$ cat src/hdl/wpl_pkg.sv
// shared types and constants of the windowed peak limit monitor
package wpl_pkg;

   localparam int WINDOWS     = 4;
   localparam int MAX_SAMPLES = 4096;
   localparam int SAMPLE_BITS = 16;

   localparam int IDX_BITS    = $clog2(MAX_SAMPLES);
   localparam int CFG_IDX_BITS = 12;
   localparam int CMP_BITS    = (IDX_BITS > CFG_IDX_BITS) ? IDX_BITS : CFG_IDX_BITS;
   localparam int SUM_BITS    = 28;
   localparam int PEAK_BITS   = 15;
   localparam int OUT_PEAKS   = 4;
   localparam int CSR_ADDR_BITS = 4;
   localparam int CSR_DATA_BITS = 57;

   localparam logic [IDX_BITS-1:0] IDX_MAX = IDX_BITS'(MAX_SAMPLES - 1);

   // register map: window registers follow one another from this index
   localparam logic [CSR_ADDR_BITS-1:0] REG_WINDOW_0 = '0;

   typedef logic signed [SAMPLE_BITS-1:0] sample_type;
   typedef logic signed [SUM_BITS-1:0]    sum_type;

   // window register layout, enable in bit 0
   typedef struct packed {
      logic signed [15:0] upper;
      logic signed [15:0] lower;
      logic [CFG_IDX_BITS-1:0] end_idx;
      logic [CFG_IDX_BITS-1:0] begin_idx;
      logic enable;
   } window_cfg_type;

endpackage

$ cat src/hdl/wpl_if.sv
// channel interfaces: sample input, result output and register writes
interface wpl_req_if;
   import wpl_pkg::*;
   logic       valid;
   logic       ready;
   sample_type sample;
   logic       last_sample;

   modport source (output valid, output sample, output last_sample, input ready);
   modport sink   (input valid, input sample, input last_sample, output ready);
endinterface

interface wpl_rsp_if;
   import wpl_pkg::*;
   logic                 valid;
   logic                 ready;
   sum_type              raw_sum;
   logic [PEAK_BITS-1:0] peak_value;
   logic [PEAK_BITS-1:0] window_peak_a;
   logic [PEAK_BITS-1:0] window_peak_b;
   logic [PEAK_BITS-1:0] window_peak_c;
   logic [PEAK_BITS-1:0] window_peak_d;
   logic                 in_limits;

   modport source (output valid, output raw_sum, output peak_value, output window_peak_a,
                   output window_peak_b, output window_peak_c, output window_peak_d,
                   output in_limits, input ready);
   modport sink   (input valid, input raw_sum, input peak_value, input window_peak_a,
                   input window_peak_b, input window_peak_c, input window_peak_d,
                   input in_limits, output ready);
endinterface

interface wpl_csr_if;
   import wpl_pkg::*;
   logic                     valid;
   logic                     ready;
   logic [CSR_ADDR_BITS-1:0] reg_index;
   logic [CSR_DATA_BITS-1:0] wr_data;

   modport source (output valid, output reg_index, output wr_data, input ready);
   modport sink   (input valid, input reg_index, input wr_data, output ready);
endinterface

$ cat src/hdl/windowed_peak_limit_monitor_top.sv
// windowed peak limit monitor: one channel, sum, peaks and window limit check
//
//   channel   dir   payload                                          transaction
//   req_bus   in    sample, last_sample                              valid && ready
//   rsp_bus   out   raw_sum, peak_value, window_peak_a..d, in_limits valid && ready
//   csr_bus   in    reg_index, wr_data (window_0..window_3)          valid && ready
//
// one sample per cycle while no result stalls; a sample is registered on accept and folded
// into record state on advance; a last sample's result shows the cycle after its fold
// reset (synchronous, active high) clears windows, record state and both valid flags
// a stalled result holds the processing stage; the input register takes one more
// sample and then req ready stays low until the result leaves, the csr port is always ready
module windowed_peak_limit_monitor_top (
   input  logic          clock,
   input  logic          reset,
   wpl_req_if.sink       req_bus,
   wpl_rsp_if.source     rsp_bus,
   wpl_csr_if.sink       csr_bus
);
   import wpl_pkg::*;

   // window configuration
   window_cfg_type window_cfg_ff [WINDOWS];

   // input register
   logic       in_valid_ff;
   sample_type in_sample_ff;
   logic       in_last_ff;

   // record state
   logic [IDX_BITS-1:0] idx_ff,  idx_in;
   sum_type             sum_ff,  sum_in;
   sample_type          record_peak_ff, record_peak_in;
   sample_type          window_peak_ff [WINDOWS];
   sample_type          window_peak_in [WINDOWS];
   logic                limits_ok;

   // result register
   logic                 rsp_valid_ff;
   sum_type              out_sum_ff;
   logic [PEAK_BITS-1:0] out_peak_ff;
   logic [PEAK_BITS-1:0] out_wpeak_ff [OUT_PEAKS];
   logic [PEAK_BITS-1:0] out_wpeak_in [OUT_PEAKS];
   logic                 out_limits_ff;

   logic advance;   // processing stage may move
   logic fold_en;   // a sample is folded in this cycle
   logic finish;    // that sample closes the record

   assign advance = !rsp_valid_ff || rsp_bus.ready;
   assign fold_en = advance && in_valid_ff;
   assign finish  = fold_en && in_last_ff;

   assign req_bus.ready = !in_valid_ff || advance;
   assign csr_bus.ready = 1'b1;

   // register writes, indexes past the last window are dropped
   always_ff @(posedge clock) begin
      if (reset) begin
         for (int w = 0; w < WINDOWS; w++) begin
            window_cfg_ff[w] <= '0;
         end
      end else if (csr_bus.valid) begin
         for (int w = 0; w < WINDOWS; w++) begin
            if (csr_bus.reg_index == REG_WINDOW_0 + CSR_ADDR_BITS'(w)) begin
               window_cfg_ff[w] <= window_cfg_type'(csr_bus.wr_data);
            end
         end
      end
   end

   // input register, refilled whenever the processing stage empties it
   always_ff @(posedge clock) begin
      if (reset) begin
         in_valid_ff <= 1'b0;
      end else if (req_bus.ready) begin
         in_valid_ff <= req_bus.valid;
      end
   end

   always_ff @(posedge clock) begin
      if (req_bus.ready && req_bus.valid) begin
         in_sample_ff <= req_bus.sample;
         in_last_ff   <= req_bus.last_sample;
      end
   end

   // per-sample update: saturating sum, peaks, windows and the limit check
   always_comb begin
      logic signed [SUM_BITS:0] sum_wide;
      logic [CMP_BITS-1:0]      idx_cmp;
      logic                     hit;

      sum_wide = {sum_ff[SUM_BITS-1], sum_ff} + (SUM_BITS+1)'(in_sample_ff);
      if (sum_wide[SUM_BITS] != sum_wide[SUM_BITS-1]) begin
         // overflow: clamp toward the sign of the true sum
         sum_in = sum_wide[SUM_BITS] ? {1'b1, {(SUM_BITS-1){1'b0}}}
                                     : {1'b0, {(SUM_BITS-1){1'b1}}};
      end else begin
         sum_in = sum_wide[SUM_BITS-1:0];
      end

      record_peak_in = (in_sample_ff > record_peak_ff) ? in_sample_ff : record_peak_ff;

      idx_cmp   = CMP_BITS'(idx_ff);
      limits_ok = 1'b1;
      for (int w = 0; w < WINDOWS; w++) begin
         hit = window_cfg_ff[w].enable
               && idx_cmp >= CMP_BITS'(window_cfg_ff[w].begin_idx)
               && idx_cmp <= CMP_BITS'(window_cfg_ff[w].end_idx)
               && in_sample_ff > window_peak_ff[w];
         window_peak_in[w] = hit ? in_sample_ff : window_peak_ff[w];
         if (window_cfg_ff[w].enable
             && (window_peak_in[w] < window_cfg_ff[w].lower
                 || window_peak_in[w] > window_cfg_ff[w].upper)) begin
            limits_ok = 1'b0;
         end
      end

      // index stops at the last slot
      idx_in = (idx_ff == IDX_MAX) ? idx_ff : idx_ff + IDX_BITS'(1);
   end

   // window peak outputs, a slot with no window behind it reads zero
   for (genvar o = 0; o < OUT_PEAKS; o++) begin : g_out_peak
      if (o < WINDOWS) begin : g_live
         assign out_wpeak_in[o] = window_peak_in[o][PEAK_BITS-1:0];
      end else begin : g_none
         assign out_wpeak_in[o] = '0;
      end
   end

   // record state, cleared after the last sample
   always_ff @(posedge clock) begin
      if (reset || finish) begin
         idx_ff         <= '0;
         sum_ff         <= '0;
         record_peak_ff <= '0;
         for (int w = 0; w < WINDOWS; w++) begin
            window_peak_ff[w] <= '0;
         end
      end else if (fold_en) begin
         idx_ff         <= idx_in;
         sum_ff         <= sum_in;
         record_peak_ff <= record_peak_in;
         for (int w = 0; w < WINDOWS; w++) begin
            window_peak_ff[w] <= window_peak_in[w];
         end
      end
   end

   // result register
   always_ff @(posedge clock) begin
      if (reset) begin
         rsp_valid_ff <= 1'b0;
      end else if (advance) begin
         rsp_valid_ff <= finish;
      end
   end

   always_ff @(posedge clock) begin
      if (finish) begin
         out_sum_ff    <= sum_in;
         out_peak_ff   <= record_peak_in[PEAK_BITS-1:0];
         out_limits_ff <= limits_ok;
         for (int o = 0; o < OUT_PEAKS; o++) begin
            out_wpeak_ff[o] <= out_wpeak_in[o];
         end
      end
   end

   assign rsp_bus.valid         = rsp_valid_ff;
   assign rsp_bus.raw_sum       = out_sum_ff;
   assign rsp_bus.peak_value    = out_peak_ff;
   assign rsp_bus.window_peak_a = out_wpeak_ff[0];
   assign rsp_bus.window_peak_b = out_wpeak_ff[1];
   assign rsp_bus.window_peak_c = out_wpeak_ff[2];
   assign rsp_bus.window_peak_d = out_wpeak_ff[3];
   assign rsp_bus.in_limits     = out_limits_ff;

   // a new result only ever comes from a last sample
   a_rsp_from_last: assert property (@(posedge clock) disable iff (reset)
      $rose(rsp_valid_ff) |-> $past(in_valid_ff && in_last_ff))
      else $error("result raised without a last sample");

   // closing a record leaves the state cleared
   a_clear_after_last: assert property (@(posedge clock) disable iff (reset)
      finish |=> (idx_ff == '0 && sum_ff == '0 && record_peak_ff == '0))
      else $error("record state not cleared after last sample");

   // peaks start at zero and only grow
   a_peak_floor: assert property (@(posedge clock) disable iff (reset)
      !record_peak_ff[SAMPLE_BITS-1])
      else $error("record peak below zero");

   // a window only sees a subset of the record
   for (genvar w = 0; w < WINDOWS; w++) begin : g_chk
      a_window_le_record: assert property (@(posedge clock) disable iff (reset)
         window_peak_ff[w] <= record_peak_ff)
         else $error("window peak above record peak");
   end

   // a held input sample is not lost while the result stalls
   a_hold_on_stall: assert property (@(posedge clock) disable iff (reset)
      (in_valid_ff && !advance) |=> (in_valid_ff && $stable(in_sample_ff)))
      else $error("input sample lost during stall");

endmodule
$ cat src/flat_wrapper.sv
// flat-port wrapper written by rule: the top's interface ports become plain ports
module windowed_peak_limit_monitor_top_flat import wpl_pkg::*;
  (clock, reset, req_bus_valid, req_bus_sample, req_bus_last_sample, req_bus_ready, rsp_bus_valid, rsp_bus_raw_sum, rsp_bus_peak_value, rsp_bus_window_peak_a, rsp_bus_window_peak_b, rsp_bus_window_peak_c, rsp_bus_window_peak_d, rsp_bus_in_limits, rsp_bus_ready, csr_bus_valid, csr_bus_reg_index, csr_bus_wr_data, csr_bus_ready);
  wpl_req_if req_bus_i ();
  wpl_rsp_if rsp_bus_i ();
  wpl_csr_if csr_bus_i ();
  input  logic clock;
  input  logic reset;
  input wire logic [$bits(req_bus_i.valid)-1:0] req_bus_valid;
  input wire logic [$bits(req_bus_i.sample)-1:0] req_bus_sample;
  input wire logic [$bits(req_bus_i.last_sample)-1:0] req_bus_last_sample;
  output wire logic [$bits(req_bus_i.ready)-1:0] req_bus_ready;
  output wire logic [$bits(rsp_bus_i.valid)-1:0] rsp_bus_valid;
  output wire logic [$bits(rsp_bus_i.raw_sum)-1:0] rsp_bus_raw_sum;
  output wire logic [$bits(rsp_bus_i.peak_value)-1:0] rsp_bus_peak_value;
  output wire logic [$bits(rsp_bus_i.window_peak_a)-1:0] rsp_bus_window_peak_a;
  output wire logic [$bits(rsp_bus_i.window_peak_b)-1:0] rsp_bus_window_peak_b;
  output wire logic [$bits(rsp_bus_i.window_peak_c)-1:0] rsp_bus_window_peak_c;
  output wire logic [$bits(rsp_bus_i.window_peak_d)-1:0] rsp_bus_window_peak_d;
  output wire logic [$bits(rsp_bus_i.in_limits)-1:0] rsp_bus_in_limits;
  input wire logic [$bits(rsp_bus_i.ready)-1:0] rsp_bus_ready;
  input wire logic [$bits(csr_bus_i.valid)-1:0] csr_bus_valid;
  input wire logic [$bits(csr_bus_i.reg_index)-1:0] csr_bus_reg_index;
  input wire logic [$bits(csr_bus_i.wr_data)-1:0] csr_bus_wr_data;
  output wire logic [$bits(csr_bus_i.ready)-1:0] csr_bus_ready;
  assign req_bus_i.valid = req_bus_valid;
  assign req_bus_i.sample = req_bus_sample;
  assign req_bus_i.last_sample = req_bus_last_sample;
  assign req_bus_ready = req_bus_i.ready;
  assign rsp_bus_valid = rsp_bus_i.valid;
  assign rsp_bus_raw_sum = rsp_bus_i.raw_sum;
  assign rsp_bus_peak_value = rsp_bus_i.peak_value;
  assign rsp_bus_window_peak_a = rsp_bus_i.window_peak_a;
  assign rsp_bus_window_peak_b = rsp_bus_i.window_peak_b;
  assign rsp_bus_window_peak_c = rsp_bus_i.window_peak_c;
  assign rsp_bus_window_peak_d = rsp_bus_i.window_peak_d;
  assign rsp_bus_in_limits = rsp_bus_i.in_limits;
  assign rsp_bus_i.ready = rsp_bus_ready;
  assign csr_bus_i.valid = csr_bus_valid;
  assign csr_bus_i.reg_index = csr_bus_reg_index;
  assign csr_bus_i.wr_data = csr_bus_wr_data;
  assign csr_bus_ready = csr_bus_i.ready;
  windowed_peak_limit_monitor_top u_core (.clock(clock), .reset(reset), .req_bus(req_bus_i), .rsp_bus(rsp_bus_i), .csr_bus(csr_bus_i));
endmodule
$ cat config.mk
export PLATFORM = sky130hd
export DESIGN_NAME = windowed_peak_limit_monitor_top_flat
export DESIGN_NICKNAME = d
export VERILOG_FILES = /design/src/hdl/wpl_pkg.sv /design/src/hdl/wpl_if.sv /design/src/hdl/windowed_peak_limit_monitor_top.sv /design/src/flat_wrapper.sv
export SDC_FILE = /design/constraint.sdc
export NUM_CORES = 1
export LEC_CHECK = 0
export BUFFER_PORTS_ARGS = -buffer_cell sky130_fd_sc_hd__buf_4
export CORE_UTILIZATION = 60
export DETAILED_ROUTE_END_ITERATION = 16
export PLACE_DENSITY = 0.79
export SYNTH_ARGS = -nofsm -noshare
export SYNTH_HDL_FRONTEND = slang
export SYNTH_SLANG_ARGS = --single-unit
$ cat constraint.sdc
create_clock -name clock -period 6.9 [get_ports clock]
set_clock_uncertainty 0.2 [all_clocks]
set_input_delay 1.38 -clock clock [delete_from_list [all_inputs] [get_ports clock]]
set_output_delay 1.38 -clock clock [all_outputs]
set_load 0.02 [all_outputs]
# Word level (Yosys, flattened, before mapping)
# Memory sizes are Yosys's and may differ from the RTL's.
# Index checks and enable logic that the tools add are counted.
# totals
ff_bits	119
mem_bits_rw	352
out_inout_bits	107
elab_cells	124
n_memories	3
# memory_table
memory	words	width	read_ports	rd_ports_with_merged_regs	write_ports	line	rtl
u_core.window_cfg_ff	4	57	4	0	4	windowed_peak_limit_monitor_top.sv:23	window_cfg_type window_cfg_ff [WINDOWS];
u_core.window_peak_ff	4	16	4	0	4	windowed_peak_limit_monitor_top.sv:34	sample_type window_peak_ff [WINDOWS];
u_core.out_wpeak_ff	4	15	4	0	4	windowed_peak_limit_monitor_top.sv:42	logic [PEAK_BITS-1:0] out_wpeak_ff [OUT_PEAKS];
# classes
addsub	2
order_cmp	21
eq_ne	5
n_mux	41
bitwise	9
n_reduce_logical	32
# op_table
cell	n
$mux W57	4
$gt A16 B16 Y1	9
$mux W16	8
$lt A16 B16 Y1	4
$mux W28	2
$ge A12 B12 Y1	4
$le A12 B12 Y1	4
$add A28 B16 Y29	1
$mux W1	26
$logic_and A1 B1 Y1	19
$mux W15	1
$add A12 B1 Y12 const B	1
$eq A12 B12 Y1 const B	1
$eq A4 B2 Y1 const B	2
$or A1 B1 Y1	8
$logic_or A1 B1 Y1	7
$eq A4 B1 Y1 const B	1
$logic_not A4 Y1	1
$reduce_and A2 Y1	2
$reduce_or A3 Y1	1
$logic_not A1 Y1	2
$ne A1 B1 Y1	1
$not A1 Y1	1

# Depth between registers and ports, before layout
# Gate-level depths: netlist (run 1).
# An unclocked memory read counts as a cell.
# depth
depth_word	10
mapped_depth	22

# Least setup slack after synthesis (run 1)
# No wires, ideal clock.
# synth_timing
kind	register to register
from	reg u_core.in_sample_ff[15]
to	reg u_core.out_limits_ff (netlist: u_core.rsp_bus.in_limits) (data pin)
setup_time_ns	0.257
t_arrival_ns	4.609
required_ns	6.443
slack_ns	1.834
path_stages_with_launch	20
n_path_buf	2
cell_sequence	edfxtp_1 ha_1 and3_1 nand4_1 nor3_1 a21boi_1 a311oi_1 o22ai_1 or4b_1 buf_6 buf_12 mux2_4 ha_1 inv_1 or4b_2 nor4_1 nand2_1 nand4_1 a311oi_1 o2111a_1
# synth_rtl
item	line	rtl
start, declared	windowed_peak_limit_monitor_top.sv:27	sample_type in_sample_ff;
start signal, assigned	windowed_peak_limit_monitor_top.sv:83	in_sample_ff <= req_bus.sample;
end signal, assigned	windowed_peak_limit_monitor_top.sv:165	out_limits_ff <= limits_ok;
end, declared	windowed_peak_limit_monitor_top.sv:44	logic out_limits_ff;

==> results by group, run 1 <==
Logic synthesis
  – Synth Cell Area: 0.02685 sq mm
  – Compound-gate portion of the synthesized area: 9.281%
  – Adder-cell area share of the yosys netlist: between 15 and 20%
  – Top cells by area, synth: edfxtp_1 (46%), ha_1 (15%), and2_1 (6.8%)
  – Mapped Cells: 2381
  – Asr flop ratio synth: 0%
  – Synth top area share: around 46%
  – Post-Syn Nets: 2794
  – Syn avg cell area: 11.28 sq um
  – Post-synthesis mux area share: 3.424%
  – Share of the yosys chip area belonging to registers: 50.51%
  – Cell variety after synth: 77
  – FF+latch count, synth: approximately 470
  – Main combinational cell family by area after synthesis: adder cells
  – Synth area leader: edfxtp_1
  – YS warnings: 0
  – Prevailing post-synth register cell: edfxtp_1
  – Xor/xnor share of the synthesized area: just over 1%
  – Post-synthesis simple-gate area fraction: roughly 14%
  – Post-synth EDFFs: between 400 and 500

Critical path
  – FF-to-FF End: u_core.rsp_bus.in_limits
  – CP Launch Point: u_core.in_sample_ff[15]
  – Crit-path cells: buf_4 -> ha_1 -> and3_1 -> nand4_1 -> nor3_1 -> a21boi_1 -> a311oi_1 -> o22ai_1 -> or4b_1 -> buf_4 -> mux2i_1 -> ha_1 -> nor2b_1 -> o21a_1 -> o21a_1 -> o21ai_0 -> a21oi_1 -> or3_1 -> o2111a_1 -> a311oi_1 -> o2111a_1
  – Worst setup SP type: flop
  – Reg2reg setup slack: 0.98 ns
  – CP max stage delay: 0.66 ns
  – CP max FO: 17
  – Crit path DAT: around 6 ns
  – Slowest-stage cell, CP: or4b_1
  – Critical R2R Launch: u_core.in_sample_ff[15]
  – Worst-case reg-to-reg path depth: 21
  – Critical path type: reg2reg
  – Crit. End Element: flop
  – Critical Path RT: 7.15 ns
  – CP Capture Point: u_core.rsp_bus.in_limits

Place
  – DP Worst Slack: 1.101 ns
  – Placement Cell Area: 0.02902 sq mm
  – Port bufs: between 150 and 200
  – Post-detail-place hpwl: about 52000 microns
  – Gpl congestion: 0.9655

Power
  – Comb pwr share: 14.6%
  – Power Dens Cells: between 200 and 250 mW/mm^2
  – Sw frac: 25.79%
  – Switching pwr: 0.001913 W
  – Leakage power: ~14 nW
  – Clock power frac: 40.0%
  – Peak supply drop: 232.6 uV
  – Register share of total power: between 40% and 50%
  – Internal: between 0.005 and 0.006 W

Timing
  – Max Freq: 169.0 MHz
  – # setup viols final: 0
  – Fin crit period: 5.918 ns
  – Slew margin rel.: 27.43%
  – Final Hold Fails: 0
  – Worst Tran Pin Value: between 1 and 1.5 ns
  – Setup TNS: 0 ns
  – RSZ-0062 raised after global routing: no
  – Max Slew Vio Count: 0
  – Hold slack: 0.2659 ns
  – Final WS setup: 0.9822 ns
  – Period utilization: 85.76%

Clock tree
  – Clk slew on worst S/H paths: 0.07 ns
  – CTS buffer count: 50
  – Clk_lat worst skew: approximately 0.6 ns
  – Clk sinks: 471
  – Post-CTS Resized: 0
  – Hold_buf cts: 0
  – Root buffer cell: clkbuf_16
  – Post-CTS setup buffers: 0
  – H-tree lvl count: 2
  – CTS tree: done
  – Max Buffers Root-to-Sink: 3

Layout
  – Area growth from synthesis to layout: 14.86%
  – Commonest cells after routing, fill and taps aside: edfxtp_1 (413), ha_1 (329), inv_1 (315)
  – Fill count: 3178
  – Core Util, Final: 69.75%
  – Commonest non-fill, non-tap cell in the layout: edfxtp_1
  – NumNets Final: between 3000 and 4000
  – Fraction of layout cells with a size suffix above 1: 15.12%
  – Design area: 0.03084 sq mm

Drt
  – Final ANT Viol Nets: 0
  – Wirelength per Cell: approximately 22 microns
  – DRT Wirelength: 71290 microns
  – DR vias/cell: 5.888
  – DR pass1 iterations: 5
  – Via count: 19030
  – DR iter-0 viols: approximately 1700
  – Drt drc: 0

Die
  – Die X-Extent: 213.6 microns
  – Core footprint: 0.04422 sq mm
  – Std-Cell Rows: 77
  – Initial Util: 60.73%
  – Die Span Y: about 210 microns
  – Num ports: between 150 and 200
  – Die area: 0.04561 sq mm

GRT
  – Total gr overflow: 0
  – First-pass GRT wire length: 106800 microns
  – Antenna violations before repair: 2
  – Total GRT Usage: 31.62%
  – Vias in the first global route: 18470
  – Largest net degree at the start of global routing: 66

Worst hold path
  – Worst min path class: reg2reg

Flow run
  – Max_cap viols: 0

Status
  – Status: finished, final reports clean
-- cell families (layout without fill, tap and decap cells) --
family	count (synthesis)	in the layout
and+or+nand+nor	690	690
DFF	471	471
AOI/OAI and AO/OA	388	388
buffers and inverters	375	633
adders and majority gates	348	348
muxes	77	77
xor gates and xnor gates	31	31
other	1	2
-- worst min path at each step --
stage                     cells past startpoint               from                 to  slack, ns
after floorplan                               2  u_core.sum_ff[10]  u_core.sum_ff[10]       0.23
after CTS                                     2   u_core.sum_ff[0]   u_core.sum_ff[0]       0.27
after global routing                          2   u_core.sum_ff[9]   u_core.sum_ff[9]       0.29
after detailed placement                      2   u_core.sum_ff[8]   u_core.sum_ff[8]       0.26
after global placement                        2   u_core.sum_ff[4]   u_core.sum_ff[4]       0.24
final                                         2  u_core.sum_ff[25]  u_core.sum_ff[25]       0.27
-- registers in the layout, summed over array words and instances (netlist names) --
| name | flops |
|---|---|
| u_core.idx_ff | 12 |
| u_core.out_wpeak_ff | 60 |
| u_core.rsp_bus.valid | 1 |
| u_core.rsp_bus.peak_value | 15 |
| u_core.rsp_bus.raw_sum | 28 |
| u_core.record_peak_ff | 16 |
| u_core.window_peak_ff | 64 |
| u_core.window_cfg_ff | 228 |
| u_core.in_sample_ff | 16 |
| u_core.rsp_bus.in_limits | 1 |
| u_core.sum_ff | 28 |
| u_core.in_last_ff | 1 |
| u_core.in_valid_ff | 1 |
-- layer usage --
layer / global-route usage, % / routed length [microns]
met5: 0 / 0
met4: 12.49 / 2607
met3: 4.818 / 5200
met2: 49.83 / 32480
met1: 44.03 / 31010
-- final cells by class --
type / instances / area [sq um] / share of cell area, %
clock buffers: 65 / 1421 / 4.608
multi-input cells: 1535 / 11860 / 38.44
inverters: 318 / 1196 / 3.878
diodes: 1 / 2.502 / 0.008113
clock inverters: 28 / 397.9 / 1.290
repair buffers: 222 / 1667 / 5.403
flip-flops and latches: 471 / 13560 / 43.97
well taps: 592 / 740.7 / 2.401
-- through the flow --
step,cells,total power [W]
global route,3232,0.007665
global placement,3138,0.004447
finish,3232,0.007418
CTS,3231,0.007427
floorplan,2381,0.004108
detailed placement,3138,0.004484
-- cells in the mapped netlist, types with 27 or more instances --
| cell type | number |
|---|---|
| a21o_1 | 49 |
| and2_1 | 291 |
| nor2_1 | 107 |
| nand2_1 | 84 |
| o21ai_0 | 83 |
| nand3_1 | 27 |
| inv_1 | 317 |
| nor3_1 | 33 |
| a21oi_1 | 114 |
| mux2_2 | 57 |
| ha_1 | 329 |
| clkbuf_1 | 39 |
| dfxtp_1 | 58 |
| nand4_1 | 59 |
| edfxtp_1 | 413 |
-- worst max-delay path: cells and delay by family (launching register included) --
family / cells / cell delay (ns)
compound gates: 10 / 1.80
simple gates: 6 / 1.54
fa+ha+maj: 2 / 0.65
buf+inv: 2 / 0.65
flops: 1 / 0.56
mux: 1 / 0.36
-- power groups by stage --
stage          Sequential, W  Combinational, W  Clock (W)
2_1_floorplan        0.00343          0.000673          0
3_3_place_gp         0.00342           0.00103          0
3_5_place_dp         0.00343           0.00106          0
4_1_cts              0.00337           0.00107    0.00299
5_1_grt              0.00338           0.00119    0.00309
6_report             0.00337           0.00108    0.00297
(Power assumes the default switching activity.)
==> inputs of run 2 (changes only) <==
CTS_BUF_LIST = sky130_fd_sc_hd__clkbuf_4 sky130_fd_sc_hd__clkbuf_8   (was unset)
CTS_CLUSTER_SIZE = 8   (was unset)
PLACE_DENSITY = 0.8   (was 0.79)
==> results by group, run 2 (synthesis gave the netlist of run 1 again) <==
Status
  – Status: finished, final reports clean

Place
  – Gpl congestion: 0.9684 (+0.30%)
  – Placement Cell Area: 0.02902 sq mm (about the same)
  – Post-detail-place hpwl: 52990 microns (+1.8%)
  – Port bufs: 188 (unchanged)
  – DP Worst Slack: 1.058 ns (-0.04338 ns)

Timing
  – Max Slew Vio Count: 0 (unchanged)
  – Max Freq: 166.4 MHz (-1.5%)
  – RSZ-0062 raised after global routing: no
  – Slew margin rel.: 27.81% (+0.37 points)
  – Worst Tran Pin Value: 1.079 ns (-0.009600 ns)
  – Setup TNS: 0 ns (unchanged)
  – Period utilization: 87.07% (+1.3 points)
  – Fin crit period: 6.008 ns (+0.09035 ns)
  – Final WS setup: 0.8919 ns (-0.09035 ns)
  – # setup viols final: 0 (unchanged)
  – Final Hold Fails: 0 (unchanged)

Layout
  – Design area: 0.03065 sq mm (-0.62%)
  – Core Util, Final: 69.32% (-0.44 points)
  – Area growth from synthesis to layout: 14.14%
  – Area of the multi-input gates: 0.01186 sq mm (about the same)
  – NumNets Final: 3042 (+1.0%)
  – Fill count: 3246 (+2.1%)
  – Commonest cells after routing, fill and taps aside: edfxtp_1 (413), ha_1 (329), inv_1 (315)
  – Register area: 0.01356 sq mm (unchanged)
  – Fraction of layout cells with a size suffix above 1: 16.72% (+1.6 points)
  – Largest register FFs: 228 (unchanged)
  – Reg with most FFs: u_core.window_cfg_ff
  – Commonest non-fill, non-tap cell in the layout: edfxtp_1
  – Inserted Diodes: 0 (-1)
  – Largest regs: u_core.window_cfg_ff (228), u_core.window_peak_ff (64), u_core.out_wpeak_ff (60)

Critical path
  – Crit path DAT: 6.21 ns (+0.04 ns)
  – Crit. End Element: flop
  – FF-to-FF End: u_core.rsp_bus.in_limits
  – Critical path type: reg2reg
  – Worst setup SP type: flop
  – CP max FO: 19 (+2)
  – Worst-case reg-to-reg path depth: 18 (-14%)
  – Critical Path RT: 7.11 ns (-0.04 ns)
  – Reg2reg setup slack: 0.89 ns (-0.09 ns)
  – Critical R2R Launch: u_core.in_sample_ff[15]

GRT
  – Largest net degree at the start of global routing: 73 (+11%)
  – Vias in the first global route: 18470 (+0.016%)
  – Antenna violations before repair: 2 (unchanged)
  – Total gr overflow: 0 (unchanged)
  – Total GRT Usage: 31.98% (+0.36 points)
  – First-pass GRT wire length: 107500 microns (+0.60%)

Clock tree
  – CTS buffer count: 82 (+64%)
  – Clk sinks: 471 (unchanged)
  – CTS tree: done
  – Root buffer cell: clkbuf_8
  – Hold_buf cts: 0 (unchanged)
  – Clk_lat worst skew: 0.68 ns (+0.08 ns)
  – Post-CTS setup buffers: 0 (unchanged)
  – Clk slew on worst S/H paths: 0.06 ns (about the same)
  – H-tree lvl count: 3 (+1)
  – Max Buffers Root-to-Sink: 3 (unchanged)
  – Post-CTS Resized: 0 (unchanged)

Die
  – Initial Util: 60.73% (unchanged)
  – Die Span Y: 213.6 microns (unchanged)
  – Die X-Extent: 213.6 microns (unchanged)
  – Core footprint: 0.04422 sq mm (unchanged)
  – Num ports: 190 (unchanged)
  – Std-Cell Rows: 77 (unchanged)
  – Die area: 0.04561 sq mm (unchanged)

Worst hold path
  – Hold Crit Start: u_core.sum_ff[27]
  – Worst min path class: reg2reg
  – Hold endpoint: u_core.sum_ff[27]
  – Hold depth: 2 (unchanged)

Power
  – Power Dens Cells: 228.8 mW/mm^2 (-4.9%)
  – Peak supply drop: 150.6 uV (-35%)
  – Leakage power: 13.64 nW (-0.15%)

Drt
  – Drt drc: 0 (unchanged)
  – DR pass1 iterations: 8 (+3)
  – DR vias/cell: 5.889 (about the same)
  – Wirelength per Cell: 21.99 microns (-0.32%)
  – Via count: 19370 (+1.8%)
  – Final ANT Viol Nets: 0 (unchanged)
  – DRT Wirelength: 72320 microns (+1.4%)
  – DR iter-0 viols: 1837 (+9.2%)

Flow run
  – Max_cap viols: 0 (unchanged)
[run 2: how the worst max path moves through the flow]
| stage | startpoint | endpoint | slack, ns | cells past startpoint |
|---|---|---|---|---|
| 2_1_floorplan | u_core.in_sample_ff[15] | u_core.rsp_bus.in_limits | 1.83 | 19 |
| 3_3_place_gp | u_core.in_sample_ff[0] | u_core.rsp_bus.in_limits | 1.22 | 17 |
| 3_5_place_dp | u_core.in_sample_ff[15] | u_core.rsp_bus.in_limits | 1.06 | 18 |
| 4_1_cts | u_core.in_sample_ff[15] | u_core.rsp_bus.in_limits | 0.99 | 18 |
| 5_1_grt | u_core.in_sample_ff[15] | u_core.rsp_bus.in_limits | 0.62 | 18 |
| 6_report | u_core.in_sample_ff[15] | u_core.rsp_bus.in_limits | 0.89 | 18 |
[run 2: worst max-delay path, cell delays in order, from the launching register on]
cell       delay [ns]
edfxtp_1         0.62
buf_4            0.32
ha_1             0.37
nand4_1          0.19
a2111oi_0        0.59
nor3_2           0.10
xnor2_1          0.15
or4_4            0.68
o21ai_0          0.62
ha_1             0.37
nor2b_1          0.14
o21a_1           0.16
o21ai_0          0.17
a211o_1          0.21
a21oi_1          0.08
a41o_1           0.24
o211ai_1         0.16
o221ai_1         0.19
o2111a_1         0.17
[run 2: metal layers]
metal	track usage, %	up-vias	routed length (microns)
li1	-	9022	-
met1	45.02	9317	30640
met2	48.95	864	32300
met3	4.979	164	6422
met4	14.43	2	2950
met5	0	-	12
[run 2: final cells by class]
cell class,instances,share of cell area (%)
tap,592,2.417
clock inverter,35,0.7143
inverter,318,3.902
sequential,471,44.25
timing repair buffer,221,5.413
clock buffer,117,4.621
multi-input combinational,1535,38.68
[run 2: power by group]
| part | leakage, nW | switching, W | total [W] | internal (W) |
|---|---|---|---|---|
| Combinational | 8.29 | 0.000658 | 0.00108 | 0.000422 |
| Sequential | 4.47 | 0.0000884 | 0.00338 | 0.00329 |
| Clock | 0.873 | 0.00118 | 0.00255 | 0.00137 |
| Total | 13.6 | 0.00193 | 0.00701 | 0.00509 |
[run 2: stage by stage]
step                      hold slack [ns]  total power (W)  instances
after floorplan                    0.2315         0.004108       2381
after global placement             0.2432         0.004455       3137
after detailed placement           0.2534         0.004496       3137
after CTS                          0.2665         0.007034       3289
after global routing               0.2834         0.007286       3289
final                              0.2643         0.007012       3289
